`src/hdl/lfds_pkg.sv`:
```
// Shared types and constants for the LED frame delta sender.
package lfds_pkg;

  localparam int LFDS_LEDS = 64;

  localparam logic [1:0] OP_SET   = 2'd0;
  localparam logic [1:0] OP_FILL  = 2'd1;
  localparam logic [1:0] OP_FLUSH = 2'd2;
  localparam logic [1:0] OP_INIT  = 2'd3;

  localparam logic [7:0] IDX_FLAG     = 8'h80;
  localparam logic [7:0] REPAINT_BYTE = 8'h40;
  localparam logic [7:0] RESET_BYTE   = 8'hFF;

  localparam logic [4:0] MAX_PAIRS_RST = 5'd31;

  typedef struct packed {
    logic [1:0] opcode;
    logic [7:0] led_index;
    logic [7:0] color;
  } in_item_t;

  typedef struct packed {
    logic [7:0] out_byte;
    logic       last_byte;
  } out_item_t;

endpackage

```
`src/hdl/lfds_ram.sv`:
```
// Generic single-write, single-read RAM with registered read data.
module lfds_ram #(
  parameter int W     = 8,
  parameter int DEPTH = 64
) (
  input  logic                                    clk,
  input  logic                                    we,
  input  logic [((DEPTH > 1) ? $clog2(DEPTH) : 1)-1:0] waddr,
  input  logic [W-1:0]                            wdata,
  input  logic                                    re,
  input  logic [((DEPTH > 1) ? $clog2(DEPTH) : 1)-1:0] raddr,
  output logic [W-1:0]                            rdata
);

  logic [W-1:0] mem [DEPTH];

  always_ff @(posedge clk) begin
    if (we) begin
      mem[waddr] <= wdata;
    end
    if (re) begin
      rdata <= mem[raddr];
    end
  end

endmodule

```
`src/hdl/led_frame_delta_sender.sv`:
```
// Top level of the LED frame delta sender: control, valid bits and two frame RAMs.
//
// The block keeps the current LED frame and a shadow of the frame last sent,
// one color byte per LED, in two RAMs. Set writes one LED in the cycle it is
// accepted (indexes at or above LEDS are dropped); fill sweeps all LEDS
// entries, one write per cycle. Flush scans the LEDs from index 0, reading
// both RAMs at the same address each cycle until a change is found; the read
// and the compare overlap. Each changed LED emits two items (index with bit 7
// set, then the color) and updates the shadow; the scan resumes after the
// pair and reissues the read it dropped. The scan stops after max_pairs pairs
// (zero acts as one), and a flush that sent any pair ends with 0x40 marked last.
// Init clears both frames at once through per-entry valid bits and emits 0xFF
// marked last. Output items are held in one register, so a stalled consumer
// only stalls the emit steps; a new item is taken once the current one has
// handed off its last result to that register. max_pairs is written through
// cfg_we/cfg_wdata and resets to 31.
module led_frame_delta_sender #(
  parameter int LEDS = lfds_pkg::LFDS_LEDS
) (
  input  logic                 clk,
  input  logic                 rst_n,
  input  logic                 in_valid,
  output logic                 in_ready,
  input  lfds_pkg::in_item_t   in_data,
  output logic                 out_valid,
  input  logic                 out_ready,
  output lfds_pkg::out_item_t  out_data,
  input  logic                 cfg_we,
  input  logic [4:0]           cfg_wdata
);

  localparam int AW = (LEDS > 1) ? $clog2(LEDS) : 1;
  localparam int CW = $clog2(LEDS + 1);

  typedef enum logic [6:0] {
    ST_IDLE     = 7'b0000001,
    ST_FILL     = 7'b0000010,
    ST_SCAN     = 7'b0000100,
    ST_EMIT_IDX = 7'b0001000,
    ST_EMIT_COL = 7'b0010000,
    ST_EMIT_REP = 7'b0100000,
    ST_EMIT_RST = 7'b1000000
  } state_t;

  state_t              state_r, state_nxt;
  logic [4:0]          max_pairs_r;
  logic [4:0]          limit;
  logic [4:0]          pairs_r, pairs_nxt;
  logic [CW-1:0]       scan_r, scan_nxt;
  logic [AW-1:0]       cmp_addr_r, cmp_addr_nxt;
  logic                pend_r, pend_nxt;
  logic [AW-1:0]       fill_r, fill_nxt;
  logic [7:0]          color_r, color_nxt;
  logic [LEDS-1:0]     now_vld_r, sent_vld_r;
  logic                now_vq_r, sent_vq_r;
  logic                out_valid_r;
  lfds_pkg::out_item_t out_data_r;

  // RAM ports
  logic                now_we, sent_we, rd_en;
  logic [AW-1:0]       now_waddr, rd_addr;
  logic [7:0]          now_wdata, now_q, sent_q;
  logic [7:0]          now_v, sent_v;

  logic                in_acc, out_free, out_load, clr_all, mismatch;
  lfds_pkg::out_item_t out_item_nxt;

  assign in_ready  = (state_r == ST_IDLE);
  assign in_acc    = in_valid && in_ready;
  assign out_free  = !out_valid_r || out_ready;
  assign out_valid = out_valid_r;
  assign out_data  = out_data_r;

  assign limit   = (max_pairs_r == 5'd0) ? 5'd1 : max_pairs_r;
  assign rd_addr = scan_r[AW-1:0];

  // Entries never written since reset or init read as zero.
  assign now_v    = now_vq_r  ? now_q  : 8'h00;
  assign sent_v   = sent_vq_r ? sent_q : 8'h00;
  assign mismatch = pend_r && (now_v != sent_v);

  lfds_ram #(.W(8), .DEPTH(LEDS)) u_now_ram (
    .clk   (clk),
    .we    (now_we),
    .waddr (now_waddr),
    .wdata (now_wdata),
    .re    (rd_en),
    .raddr (rd_addr),
    .rdata (now_q)
  );

  lfds_ram #(.W(8), .DEPTH(LEDS)) u_sent_ram (
    .clk   (clk),
    .we    (sent_we),
    .waddr (cmp_addr_r),
    .wdata (now_v),
    .re    (rd_en),
    .raddr (rd_addr),
    .rdata (sent_q)
  );

  always_comb begin
    state_nxt    = state_r;
    pairs_nxt    = pairs_r;
    scan_nxt     = scan_r;
    cmp_addr_nxt = cmp_addr_r;
    pend_nxt     = pend_r;
    fill_nxt     = fill_r;
    color_nxt    = color_r;
    now_we       = 1'b0;
    now_waddr    = fill_r;
    now_wdata    = color_r;
    sent_we      = 1'b0;
    rd_en        = 1'b0;
    clr_all      = 1'b0;
    out_load     = 1'b0;
    out_item_nxt = '0;

    unique case (state_r)
      ST_IDLE: begin
        if (in_acc) begin
          unique case (in_data.opcode)
            lfds_pkg::OP_SET: begin
              if (9'(in_data.led_index) < 9'(LEDS)) begin
                now_we    = 1'b1;
                now_waddr = in_data.led_index[AW-1:0];
                now_wdata = in_data.color;
              end
            end
            lfds_pkg::OP_FILL: begin
              color_nxt = in_data.color;
              fill_nxt  = '0;
              state_nxt = ST_FILL;
            end
            lfds_pkg::OP_FLUSH: begin
              scan_nxt  = '0;
              pend_nxt  = 1'b0;
              pairs_nxt = '0;
              state_nxt = ST_SCAN;
            end
            lfds_pkg::OP_INIT: begin
              clr_all   = 1'b1;
              state_nxt = ST_EMIT_RST;
            end
            default: ;
          endcase
        end
      end
      ST_FILL: begin
        now_we   = 1'b1;
        fill_nxt = fill_r + AW'(1);
        if (fill_r == AW'(LEDS - 1)) begin
          state_nxt = ST_IDLE;
        end
      end
      ST_SCAN: begin
        if (mismatch) begin
          // update shadow now; no read is issued this cycle and the scan address is held
          sent_we   = 1'b1;
          color_nxt = now_v;
          pend_nxt  = 1'b0;
          state_nxt = ST_EMIT_IDX;
        end else if (scan_r < CW'(LEDS)) begin
          rd_en        = 1'b1;
          cmp_addr_nxt = scan_r[AW-1:0];
          pend_nxt     = 1'b1;
          scan_nxt     = scan_r + CW'(1);
        end else begin
          pend_nxt  = 1'b0;
          state_nxt = (pairs_r != 5'd0) ? ST_EMIT_REP : ST_IDLE;
        end
      end
      ST_EMIT_IDX: begin
        if (out_free) begin
          out_load               = 1'b1;
          out_item_nxt.out_byte  = lfds_pkg::IDX_FLAG | 8'(cmp_addr_r);
          out_item_nxt.last_byte = 1'b0;
          state_nxt              = ST_EMIT_COL;
        end
      end
      ST_EMIT_COL: begin
        if (out_free) begin
          out_load               = 1'b1;
          out_item_nxt.out_byte  = color_r;
          out_item_nxt.last_byte = 1'b0;
          pairs_nxt              = pairs_r + 5'd1;
          state_nxt = (pairs_nxt == limit) ? ST_EMIT_REP : ST_SCAN;
        end
      end
      ST_EMIT_REP: begin
        if (out_free) begin
          out_load               = 1'b1;
          out_item_nxt.out_byte  = lfds_pkg::REPAINT_BYTE;
          out_item_nxt.last_byte = 1'b1;
          state_nxt              = ST_IDLE;
        end
      end
      ST_EMIT_RST: begin
        if (out_free) begin
          out_load               = 1'b1;
          out_item_nxt.out_byte  = lfds_pkg::RESET_BYTE;
          out_item_nxt.last_byte = 1'b1;
          state_nxt              = ST_IDLE;
        end
      end
      default: state_nxt = ST_IDLE;
    endcase
  end

  // control state
  always_ff @(posedge clk) begin
    if (!rst_n) begin
      state_r     <= ST_IDLE;
      max_pairs_r <= lfds_pkg::MAX_PAIRS_RST;
      pend_r      <= 1'b0;
      pairs_r     <= '0;
      scan_r      <= '0;
      fill_r      <= '0;
      out_valid_r <= 1'b0;
      now_vld_r   <= '0;
      sent_vld_r  <= '0;
    end else begin
      state_r <= state_nxt;
      pend_r  <= pend_nxt;
      pairs_r <= pairs_nxt;
      scan_r  <= scan_nxt;
      fill_r  <= fill_nxt;
      if (cfg_we) begin
        max_pairs_r <= cfg_wdata;
      end
      if (out_load) begin
        out_valid_r <= 1'b1;
      end else if (out_ready) begin
        out_valid_r <= 1'b0;
      end
      if (clr_all) begin
        now_vld_r  <= '0;
        sent_vld_r <= '0;
      end else begin
        if (now_we) begin
          now_vld_r[now_waddr] <= 1'b1;
        end
        if (sent_we) begin
          sent_vld_r[cmp_addr_r] <= 1'b1;
        end
      end
    end
  end

  // payload
  always_ff @(posedge clk) begin
    cmp_addr_r <= cmp_addr_nxt;
    color_r    <= color_nxt;
    if (rd_en) begin
      now_vq_r  <= now_vld_r[rd_addr];
      sent_vq_r <= sent_vld_r[rd_addr];
    end
    if (out_load) begin
      out_data_r <= out_item_nxt;
    end
  end

  // pair count never runs past the limit while a flush is running
  a_pairs_limit: assert property (@(posedge clk) disable iff (!rst_n)
    (state_r == ST_SCAN || state_r == ST_EMIT_IDX ||
     state_r == ST_EMIT_COL || state_r == ST_EMIT_REP) |-> (pairs_r <= limit))
    else $error("pair count beyond max_pairs");

  // a detected change always goes out as an index item next
  a_mismatch_emit: assert property (@(posedge clk) disable iff (!rst_n)
    (state_r == ST_SCAN && mismatch) |=> (state_r == ST_EMIT_IDX))
    else $error("changed LED not emitted");

  // repaint item is the last item of the flush
  a_repaint_last: assert property (@(posedge clk) disable iff (!rst_n)
    (state_r == ST_EMIT_REP && out_free) |=>
      (out_valid_r && out_data_r.last_byte &&
       out_data_r.out_byte == lfds_pkg::REPAINT_BYTE))
    else $error("repaint item wrong");

  // init clears both frames at once
  a_init_clear: assert property (@(posedge clk) disable iff (!rst_n)
    (in_acc && in_data.opcode == lfds_pkg::OP_INIT) |=>
      (now_vld_r == '0 && sent_vld_r == '0))
    else $error("init did not clear frames");

endmodule
```
`config.mk`:
```
export PLATFORM = sky130hd
export DESIGN_NAME = led_frame_delta_sender
export DESIGN_NICKNAME = d
export VERILOG_FILES = /design/src/hdl/lfds_pkg.sv /design/src/hdl/lfds_ram.sv /design/src/hdl/led_frame_delta_sender.sv
export SDC_FILE = /design/constraint.sdc
export NUM_CORES = 1
export LEC_CHECK = 0
export BUFFER_PORTS_ARGS = -buffer_cell sky130_fd_sc_hd__buf_2
export CAP_MARGIN = 0
export CORE_ASPECT_RATIO = 1.5
export CORE_UTILIZATION = 30
export CTS_CLUSTER_DIAMETER = 200
export DETAILED_ROUTE_END_ITERATION = 8
export SLEW_MARGIN = 30
export SYNTH_ARGS = -nofsm -noshare
export SYNTH_HDL_FRONTEND = slang
export SYNTH_SLANG_ARGS = --single-unit
```
`constraint.sdc`:
```
create_clock -name clk -period 3.3 [get_ports clk]
set_input_delay 0.495 -clock clk [delete_from_list [all_inputs] [get_ports clk]]
set_output_delay 0.495 -clock clk [all_outputs]
set_load 0.05 [all_outputs]
```
==> run_results.csv, run 1 <==
group,metric,value,unit
floorplan,ios,39,
synthesis,yosys-top-cells-area,"edfxtp_1 (67%), mux4_2 (18%), dfxtp_1 (6.7%)",
synthesis,syn_inst,2329,
timing,whs,0.0913,ns
drt,avgViaCountPerCell,4.88,
placed_design,gp_congestion,0.810,
power,p_leak,17.2,nW
global_routing,overflow,0,
worst_setup_path,cp-start-kind,"flip-flop",
drt,dr.pass1.iters,5,
cts,cts_tree,"done",
timing,hold_violations,0,
worst_setup_path,arrival,3.62,ns
timing,rsz0062_at_grt,"no",
timing,slew_viol_final,0,
power,p_sw,6.60,mW
floorplan,rows,179,
drt,routedWlPerCell,23.7,µm
synthesis,syn-num-nets,2361,
power,seqPwrFrac,55.0,%
finish,drive_above_1_share,33.8,%
global_routing,grt_pass1_vias,24031,
worst_setup_path,cp.required,3.70,ns
drt,drc_errors,0,
drt,ant_nets,0,
synthesis,ys_seq_area_share,73.6,%
synthesis,synth_area_leader_cell,"edfxtp_1",
placed_design,dpl.hpwl,73.1,mm
power,clkPwrFrac,39.8,%
worst_setup_path,path_buf_inv,2,
placed_design,io_buffers,38,
synthesis,synth_top_area_share,66.9,%
timing,period_share,97.6,%
floorplan,die_h,491,µm
global_routing,grtUsageTotal,14.0,%
finish,layout_common_cells,"edfxtp_1 (1,065), mux4_2 (378), buf_4 (195), dfxtp_1 (155), nor2_1 (152)",
timing,fmax,310,MHz
status,status,"complete, no violations",
synthesis,ys.flop_type,"edfxtp_1",
worst_setup_path,path_cells,"or4_4, or3_4, buf_4, or3_1, o32ai_1, nand2_2, nor2_1, buf_4",
synthesis,synth_edf_count,1065,
timing,setup_viol_count_final,0,
global_routing,grt_max_degree,98,
global_routing,grt_first_pass_wirelength,165,mm
worst_setup_path,crit_family,"simple AND/OR/NAND/NOR gates",
cts,cts.path.max_buffers,3,
finish,fin_nets,2611,
timing,slew_headroom,31.6,%
finish,final_common_cell,"edfxtp_1",
drt,vias,23148,
worst_setup_path,crit_path_max_incr_delay,0.56,ns
worst_setup_path,r2r_slack,0.08,ns
worst_setup_path,cp_max_fo,9,
global_routing,antenna_found_initial,4,
floorplan,dieWidth,328,µm
floorplan,start_util,30.2,%
timing,tightestPinTransition,1.03,ns
power,p_sw_share,21.4,%
timing,finClkSkew,0.0243,ns
hold_path,hp-class,"in -> reg",
worst_setup_path,slowest_stage,"or4_4",
worst_setup_path,path_class,"reg -> reg",
synthesis,synth-seq-cells,1225,
run,cap_violations,0,
synthesis,syn_area,0.0478,mm²
floorplan,core,0.158,mm²
timing,fin_crit,3.22,ns
power,comb_power_share,5.2,%
power,ir_drop,0.432,mV
synthesis,synth.distinct_cells,63,
cts,path_clk_slew,0.07,ns
cts,cts-root-buf,"clkbuf_16",
cts,cts.sinks,1225,
power,internal_power,24.3,mW
synthesis,async_flop_share,0,%
cts,clkLatencyLatePin,0.71,ns
finish,area_delta_synth_final,16.9,%
worst_setup_path,endpoint_kind,"flip-flop",
cts,numCtsBuffers,99,
drt,wl,113,mm
power,p_per_area,552,mW/mm²
worst_setup_path,crit_top_cell,"buf_4",
synthesis,synth_warnings,0,
cts,h-tree-depth,3,
drt,drt_iter0_drc,1747,
finish,final_util,35.3,%
synthesis,syn_area_per_cell,20.5,µm²
floorplan,die_area,0.161,mm²
-- cells by family (layout without fill, tap and decap cells) --
group	after synthesis	in the layout	synth area share, %
AND/OR/NAND/NOR	344	344	3.47
other	0	2	0
flip-flops	1225	1225	73.6
buffers and inverters	140	475	1.15
XOR/XNOR	15	15	0.275
AO/OA/AOI/OAI	201	201	3.05
multiplexers	400	400	18.4
adder cells (fa/ha/maj)	4	4	0.105
-- synth_stat cells, types with 3 or more instances --
cell type,instances
a211oi_1,3
a21oi_1,20
a221o_1,6
a32o_1,3
and2_1,13
buf_1,32
clkbuf_1,95
dfxtp_1,160
edfxtp_1,1065
ha_1,4
inv_1,9
mux2_2,10
mux2i_1,7
mux2i_4,4
mux4_2,378
nand2_1,63
nand2_2,12
nand2b_1,10
nand3_1,9
nand3b_1,5
nand4_1,9
nand4b_1,4
nor2_1,154
nor2_2,11
nor2b_1,4
nor3_1,6
nor4_1,4
o21a_1,130
o21ai_0,15
o31ai_1,4
or2_2,11
or3_1,9
or3b_2,3
or4_1,6
or4b_2,3
xnor2_1,7
xor2_1,8
-- flip-flops by register name, indices dropped and copies added, names as in the netlist, 5 cells and up --
| signal | count |
|---|---|
| u_now_ram.mem | 512 |
| u_sent_ram.mem | 512 |
| now_vld_r | 64 |
| sent_vld_r | 64 |
| out_data | 9 |
| color_r | 8 |
| u_now_ram.rdata | 8 |
| u_sent_ram.rdata | 8 |
| scan_r | 7 |
| state_r | 7 |
| cmp_addr_r | 6 |
| fill_r | 6 |
| max_pairs_r | 5 |
| pairs_r | 5 |
-- through the flow --
| stage | TNS (ns) | power, mW | cell area [µm²] | std cells | setup WS (ns) |
|---|---|---|---|---|---|
| floorplan | 0 | 18.2 | 47800 | 2329 | 0.0595 |
| global placement | 0 | 18.9 | 52500 | 4550 | 0.0354 |
| detailed placement | -0.366 | 18.9 | 52500 | 4550 | -0.0461 |
| CTS | 0 | 31.1 | 55900 | 4741 | 0.0111 |
| global route | 0 | 31.7 | 55900 | 4746 | 0.0188 |
| finish | 0 | 30.8 | 55900 | 4747 | 0.0782 |
-- routing by layer --
metal	global-route usage [%]	wire, µm	share of wire, %	vias up
met5	0	21	0.019	-
met4	5.31	3830	3.4	4
met3	2.05	5210	4.6	170
met2	25.6	61100	54	618
met1	16.3	42300	38	12278
li1	-	-	-	10078
-- worst reg2reg max path, stage by stage (launching register included) --
cell,delay [ns]
dfxtp_1,0.31
or4_4,0.56
or3_4,0.39
buf_4,0.15
or3_1,0.37
o32ai_1,0.38
nand2_2,0.33
nor2_1,0.22
buf_4,0.20
-- power by group through the flow --
stage	combinational, mW	sequential (mW)	clock [mW]
global route	1.70	17.0	13.0
detailed placement	1.61	17.3	0
finish	1.59	17.0	12.3
floorplan	0.879	17.4	0
global placement	1.60	17.3	0
CTS	1.62	17.0	12.5
-- cell type report --
class / count / area (µm²)
repair buffers: 280 / 2540
fillers: 14496 / 102000
flip-flops and latches: 1225 / 35200
well taps: 2081 / 2600
multi-input cells: 964 / 12200
clock buffers: 126 / 2720
diodes: 2 / 5.00
inverters: 9 / 33.8
clock inverters: 60 / 639
-- path summary, 6_finish.rpt --
check | from | endpoint | depth (start not counted)
hold / removal | rst_n | max_pairs_r[1]$_SDFFE_PN1P_ | 2
setup reg to reg | state_r[6]$_SDFFE_PN0P_ | u_now_ram.mem[51][3]$_DFFE_PP_ | 8
hold reg to reg | now_vld_r[51]$_SDFFE_PP0P_ | now_vld_r[51]$_SDFFE_PP0P_ | 1
setup / recovery | state_r[6]$_SDFFE_PN0P_ | u_now_ram.mem[51][3]$_DFFE_PP_ | 8
-- timing repair --
action,4_1_cts,5_1_grt
gates resized for setup,2,2
hold buffers,5,0
pin swaps,0,2
buffers inserted,0,4
endpoints found under the setup margin,17,182
endpoints found under the hold margin,5,0
(Power assumes the default switching activity.)
==> run 2: changes to the inputs <==
- CORE_MARGIN: unset -> 2
- CORE_UTILIZATION: 30 -> 50
- PLACE_DENSITY: unset -> 0.68
==> run_results.csv, run 2 (synthesis results as in run 1) <==
group,metric,value,unit
global_routing,grt_max_degree,89,
global_routing,grt_pass1_vias,24359,
floorplan,rows,139,
cts,cts.sinks,1225,
drt,ant_nets,0,
drt,routedWlPerCell,27.3,µm
status,status,"complete, no violations",
worst_setup_path,crit_top_cell,"buf_4",
hold_path,hold_start,"cfg_wdata[4]",
power,power,30.7,mW
placed_design,gp_congestion,0.843,
worst_setup_path,cp.required,3.70,ns
finish,area_delta_synth_final,14.1,%
finish,fin_nets,2590,
finish,final_util,57.3,%
worst_setup_path,cp-start-kind,"flip-flop",
worst_setup_path,slowest_stage,"or4_4",
finish,layout_common_cells,"edfxtp_1 (1,065), mux4_2 (378), buf_4 (193), dfxtp_1 (155), nor2_1 (154)",
drt,dr.pass1.iters,7,
worst_setup_path,critical_path.endpoint,"u_now_ram.mem[11][2]$_DFFE_PP_",
cts,post_cts_buffers,0,
worst_setup_path,reg2regPathDepth,8,
placed_design,dpl.hpwl,68.1,mm
cts,path_clk_slew,0.07,ns
hold_path,hp-class,"in -> reg",
timing,hold_violations,0,
worst_setup_path,setup.worst_path.start,"state_r[6]$_SDFFE_PN0P_",
worst_setup_path,endpoint_kind,"flip-flop",
finish,final_common_cell,"edfxtp_1",
finish,largestRegisters,"u_now_ram.mem: 512 flops, u_sent_ram.mem: 512 flops",
worst_setup_path,cp_max_fo,8,
floorplan,die_area,0.0982,mm²
drt,drc_errors,0,
worst_setup_path,cp_num_cells,8,
timing,rsz0062_at_grt,"yes",
worst_setup_path,path_class,"reg -> reg",
floorplan,dieWidth,257,µm
global_routing,antenna_found_initial,1,
timing,setup_tns,0,ns
floorplan,core,0.0953,mm²
placed_design,io_buffers,38,
worst_setup_path,path_buf_inv,2,
timing,whs,0.0508,ns
global_routing,grt_first_pass_wirelength,160,mm
floorplan,die_h,383,µm
drt,wl,107,mm
drt,vias,23576,
power,p_leak,17.1,nW
global_routing,overflow,0,
drt,avgViaCountPerCell,6.02,
worst_setup_path,r2r_end,"u_now_ram.mem[11][2]$_DFFE_PP_",
worst_setup_path,path_cells,"or4_4, or3_4, or3_1, buf_4, mux2_2, nand2_2, nor2_1, buf_4",
worst_setup_path,crit_family,"simple AND/OR/NAND/NOR gates",
power,p_per_area,563,mW/mm²
drt,drt_iter0_drc,2533,
cts,cts_tree,"done",
worst_setup_path,r2r_slack,0.004,ns
timing,fin_crit,3.30,ns
worst_setup_path,r2r_start,"state_r[6]$_SDFFE_PN0P_",
power,ir_drop,0.480,mV
timing,slew_viol_final,0,
timing,slew_headroom,42.3,%
timing,period_share,99.9,%
global_routing,grtUsageTotal,22.1,%
finish,drive_above_1_share,32.9,%
timing,finClkSkew,0.0177,ns
cts,h-tree-depth,3,
worst_setup_path,crit_path_max_incr_delay,0.56,ns
floorplan,start_util,50.2,%
finish,final_cell_count_no_fill,3915,
floorplan,ios,39,
placed_design,place_inst,3722,
cts,cts-root-buf,"clkbuf_16",
run,cap_violations,0,
timing,setup_viol_count_final,0,
timing,tightestPinTransition,0.865,ns
timing,fmax,303,MHz
worst_setup_path,arrival,3.69,ns
cts,numCtsBuffers,100,
cts,clkLatencyLatePin,0.70,ns
cts,cts.path.max_buffers,3,
[run 2: cell type report]
class | instances | area [µm²]
diodes | 1 | 2.50
clock buffers | 137 | 2870
clock inverters | 52 | 563
fillers | 7000 | 40700
inverters | 9 | 33.8
multi-input cells | 964 | 12200
flip-flops and latches | 1225 | 35200
well taps | 1269 | 1590
repair buffers | 258 | 2140
[run 2: timing repair]
action                                 4_1_cts  5_1_grt
endpoints found under the hold margin        3        0
hold buffers                                 3        0
resized for setup                            0        2
setup endpoints to repair                    0      152
[run 2: worst min-delay path, delay by kind of cell]
kind | cells | cell delay, ns
buffers and inverters | 1 | 0.09
multiplexers | 1 | 0.06
AND/OR/NAND/NOR | 1 | 0.06
[run 2: power by group]
group          switching, mW  internal (mW)  total, mW
registers             0.0639           16.9       17.0
clock network           5.33           6.95       12.3
logic                  0.941          0.506       1.45
[run 2: layer usage]
metal  global-route usage (%)  up-vias  routed length (µm)
met2                     38.4      864               56200
met1                     29.1    12529               41500
met3                     3.07      137                6590
met5                        0        -                   0
met4                     6.64        0                2740
li1                         -    10046                   -
[run 2: worst min-delay path by stage]
stage | endpoint | slack (ns) | cells after the start
finish | max_pairs_r[4]$_SDFFE_PN1P_ | 0.05 | 3
global route | max_pairs_r[3]$_SDFFE_PN1P_ | 0.05 | 3
CTS | max_pairs_r[4]$_SDFFE_PN1P_ | 0.005 | 3
detailed placement | now_vld_r[58]$_SDFFE_PP0P_ | 0.45 | 1
global placement | sent_vld_r[26]$_SDFFE_PP0N_ | 0.44 | 1
floorplan | cmp_addr_r[2]$_DFFE_PP_ | 0.41 | 0
[run 2: per-stage QoR]
| stage | worst slack [ns] | area, µm² |
|---|---|---|
| 4_1_cts | 0.00214 | 54600 |
| 2_1_floorplan | 0.0595 | 47800 |
| 5_1_grt | -0.0667 | 54600 |
| 3_3_place_gp | 0.0489 | 51100 |
| 3_5_place_dp | 0.0203 | 51100 |
| 6_report | 0.00419 | 54600 |
==> run 3: changes to the inputs <==
- RECOVER_POWER: unset -> 100
==> run_results.csv, run 3 (synthesis results as in run 1) <==
group,metric,value,unit
status,status,"complete, but fails checks",
status,violations,"capacitance limit, slew limit",
floorplan,die_h,383,µm
drt,drt_iter0_drc,2431,
floorplan,ios,39,
floorplan,core,0.0953,mm²
global_routing,antenna_found_initial,1,
hold_path,hp-class,"in -> reg",
worst_setup_path,cp.required,3.70,ns
worst_setup_path,crit_family,"simple AND/OR/NAND/NOR gates",
finish,drive_above_1_share,31.5,%
placed_design,gp_congestion,0.843,
floorplan,rows,139,
worst_setup_path,arrival,3.69,ns
drt,ant_nets,0,
drt,routedWlPerCell,27.3,µm
power,clkPwrFrac,40.0,%
worst_setup_path,path_cells,"or4_4, or3_4, or3_1, buf_4, mux2_2, nand2_2, nor2_1, buf_4",
floorplan,start_util,50.2,%
drt,wl,107,mm
timing,setup_tns,0,ns
finish,fillers,7086,
cts,numCtsBuffers,100,
finish,largestRegisters,"u_now_ram.mem: 512 flops, u_sent_ram.mem: 512 flops",
timing,period_share,99.6,%
drt,dr.pass1.iters,5,
timing,finClkSkew,0.0172,ns
placed_design,io_buffers,38,
global_routing,grt_max_degree,89,
cts,path_clk_slew,0.07,ns
global_routing,grtUsageTotal,22.1,%
power,p_sw_share,20.6,%
cts,cts-root-buf,"clkbuf_16",
timing,slew_headroom,-55.2,%
worst_setup_path,cp_max_fo,8,
floorplan,dieWidth,257,µm
finish,multi_input_area,0.0121,mm²
timing,whs,0.0514,ns
timing,hold_violations,0,
power,comb_power_share,4.7,%
cts,cts_tree,"done",
finish,final_util,56.9,%
drt,vias,23565,
worst_setup_path,cp-start-kind,"flip-flop",
drt,avgViaCountPerCell,6.02,
timing,setup_viol_count_final,0,
finish,antennaDiodeCount,0,
timing,fmax,304,MHz
worst_setup_path,crit_path_max_incr_delay,0.56,ns
cts,h-tree-depth,3,
worst_setup_path,endpoint_kind,"flip-flop",
finish,area_delta_synth_final,13.4,%
timing,rsz0062_at_grt,"yes",
power,ir_drop,0.482,mV
worst_setup_path,path_buf_inv,2,
power,p_per_area,566,mW/mm²
finish,layout_common_cells,"edfxtp_1 (1,065), mux4_2 (378), dfxtp_1 (157), nor2_1 (156), o21a_1 (130)",
worst_setup_path,path_class,"reg -> reg",
timing,slew_viol_final,180,
global_routing,grt_pass1_vias,24359,
floorplan,die_area,0.0982,mm²
drt,drc_errors,0,
cts,cts.sinks,1225,
cts,clkLatencyLatePin,0.70,ns
power,p_leak,16.9,nW
global_routing,overflow,0,
cts,cts.path.max_buffers,3,
placed_design,dpl.hpwl,68.1,mm
timing,fin_crit,3.29,ns
run,cap_violations,6,
timing,tightestPinTransition,2.33,ns
power,internal_power,24.4,mW
power,power,30.7,mW
worst_setup_path,crit_top_cell,"buf_4",
finish,final_common_cell,"edfxtp_1",
global_routing,grt_first_pass_wirelength,160,mm
finish,fin_nets,2590,
power,p_sw,6.34,mW
cts,post_cts_buffers,0,
worst_setup_path,slowest_stage,"or4_4",
finish,regArea,0.0352,mm²
power,seqPwrFrac,55.3,%
## run 3: cell types whose count changed in the layout (fill, tap and decap cells not counted), moves of 2 or more
cell | before | now
and2_0 | 0 | 12
and2_1 | 5 | 1
and2_2 | 8 | 0
buf_12 | 23 | 20
buf_4 | 193 | 89
clkbuf_1 | 18 | 39
clkbuf_2 | 0 | 72
clkbuf_4 | 0 | 12
dfxtp_1 | 155 | 157
nand2_1 | 55 | 59
nand2_2 | 19 | 15
nor2_1 | 154 | 156
nor2_2 | 11 | 9
## run 3: power by group through the flow
stage,clock network [mW],logic (mW),registers [mW]
5_1_grt,13.0,1.53,17.0
3_3_place_gp,0,1.42,17.3
4_1_cts,12.5,1.47,17.0
2_1_floorplan,0,0.879,17.4
6_report,12.3,1.43,17.0
3_5_place_dp,0,1.46,17.3
## run 3: area by class of cell
| class | count | share of cell area [%] |
|---|---|---|
| clock inverter | 52 | 1.04 |
| clock buffer | 137 | 5.28 |
| timing repair buffer | 258 | 3.40 |
| tap | 1269 | 2.93 |
| sequential | 1225 | 64.9 |
| multi-input combinational | 964 | 22.4 |
| inverter | 9 | 0.0623 |
## run 3: through the flow
stage                     setup slack (ns)  instance area (µm²)  std cells
after floorplan                     0.0595                47800       2329
after global placement              0.0489                51100       3722
after detailed placement            0.0203                51100       3722
after CTS                          0.00214                54600       3914
after global routing               -0.0667                54200       3914
final                               0.0132                54200       3914
## run 3: repair_timing
item,CTS,global route
hold buffers,3,0
setup endpoints to repair,0,152
gates resized for setup,0,2
hold endpoints to repair,3,0
## run 3: worst paths after layout
check / start / to / slack (ns) / depth (start not counted)
worst min-delay path: cfg_wdata[4] / max_pairs_r[4]$_SDFFE_PN1P_ / 0.05 / 3
worst max register to register: state_r[6]$_SDFFE_PN0P_ / u_now_ram.mem[11][2]$_DFFE_PP_ / 0.01 / 8
worst max-delay path: state_r[6]$_SDFFE_PN0P_ / u_now_ram.mem[11][2]$_DFFE_PP_ / 0.01 / 8
worst min register to register: now_vld_r[58]$_SDFFE_PP0P_ / now_vld_r[58]$_SDFFE_PP0P_ / 0.46 / 1
## run 3: routing by layer
layer  global-route usage, %  wire, µm  vias up
met5                       0         0        -
met4                    6.64      2870        0
met3                    3.07      6570      148
met2                    38.4     56200      886
met1                    29.1     41300    12479
li1                        -         -    10052
## run 3: worst min-delay path: stages
cell     delay [ns]
buf_2          0.09
mux2i_1        0.06
nand2_1        0.06
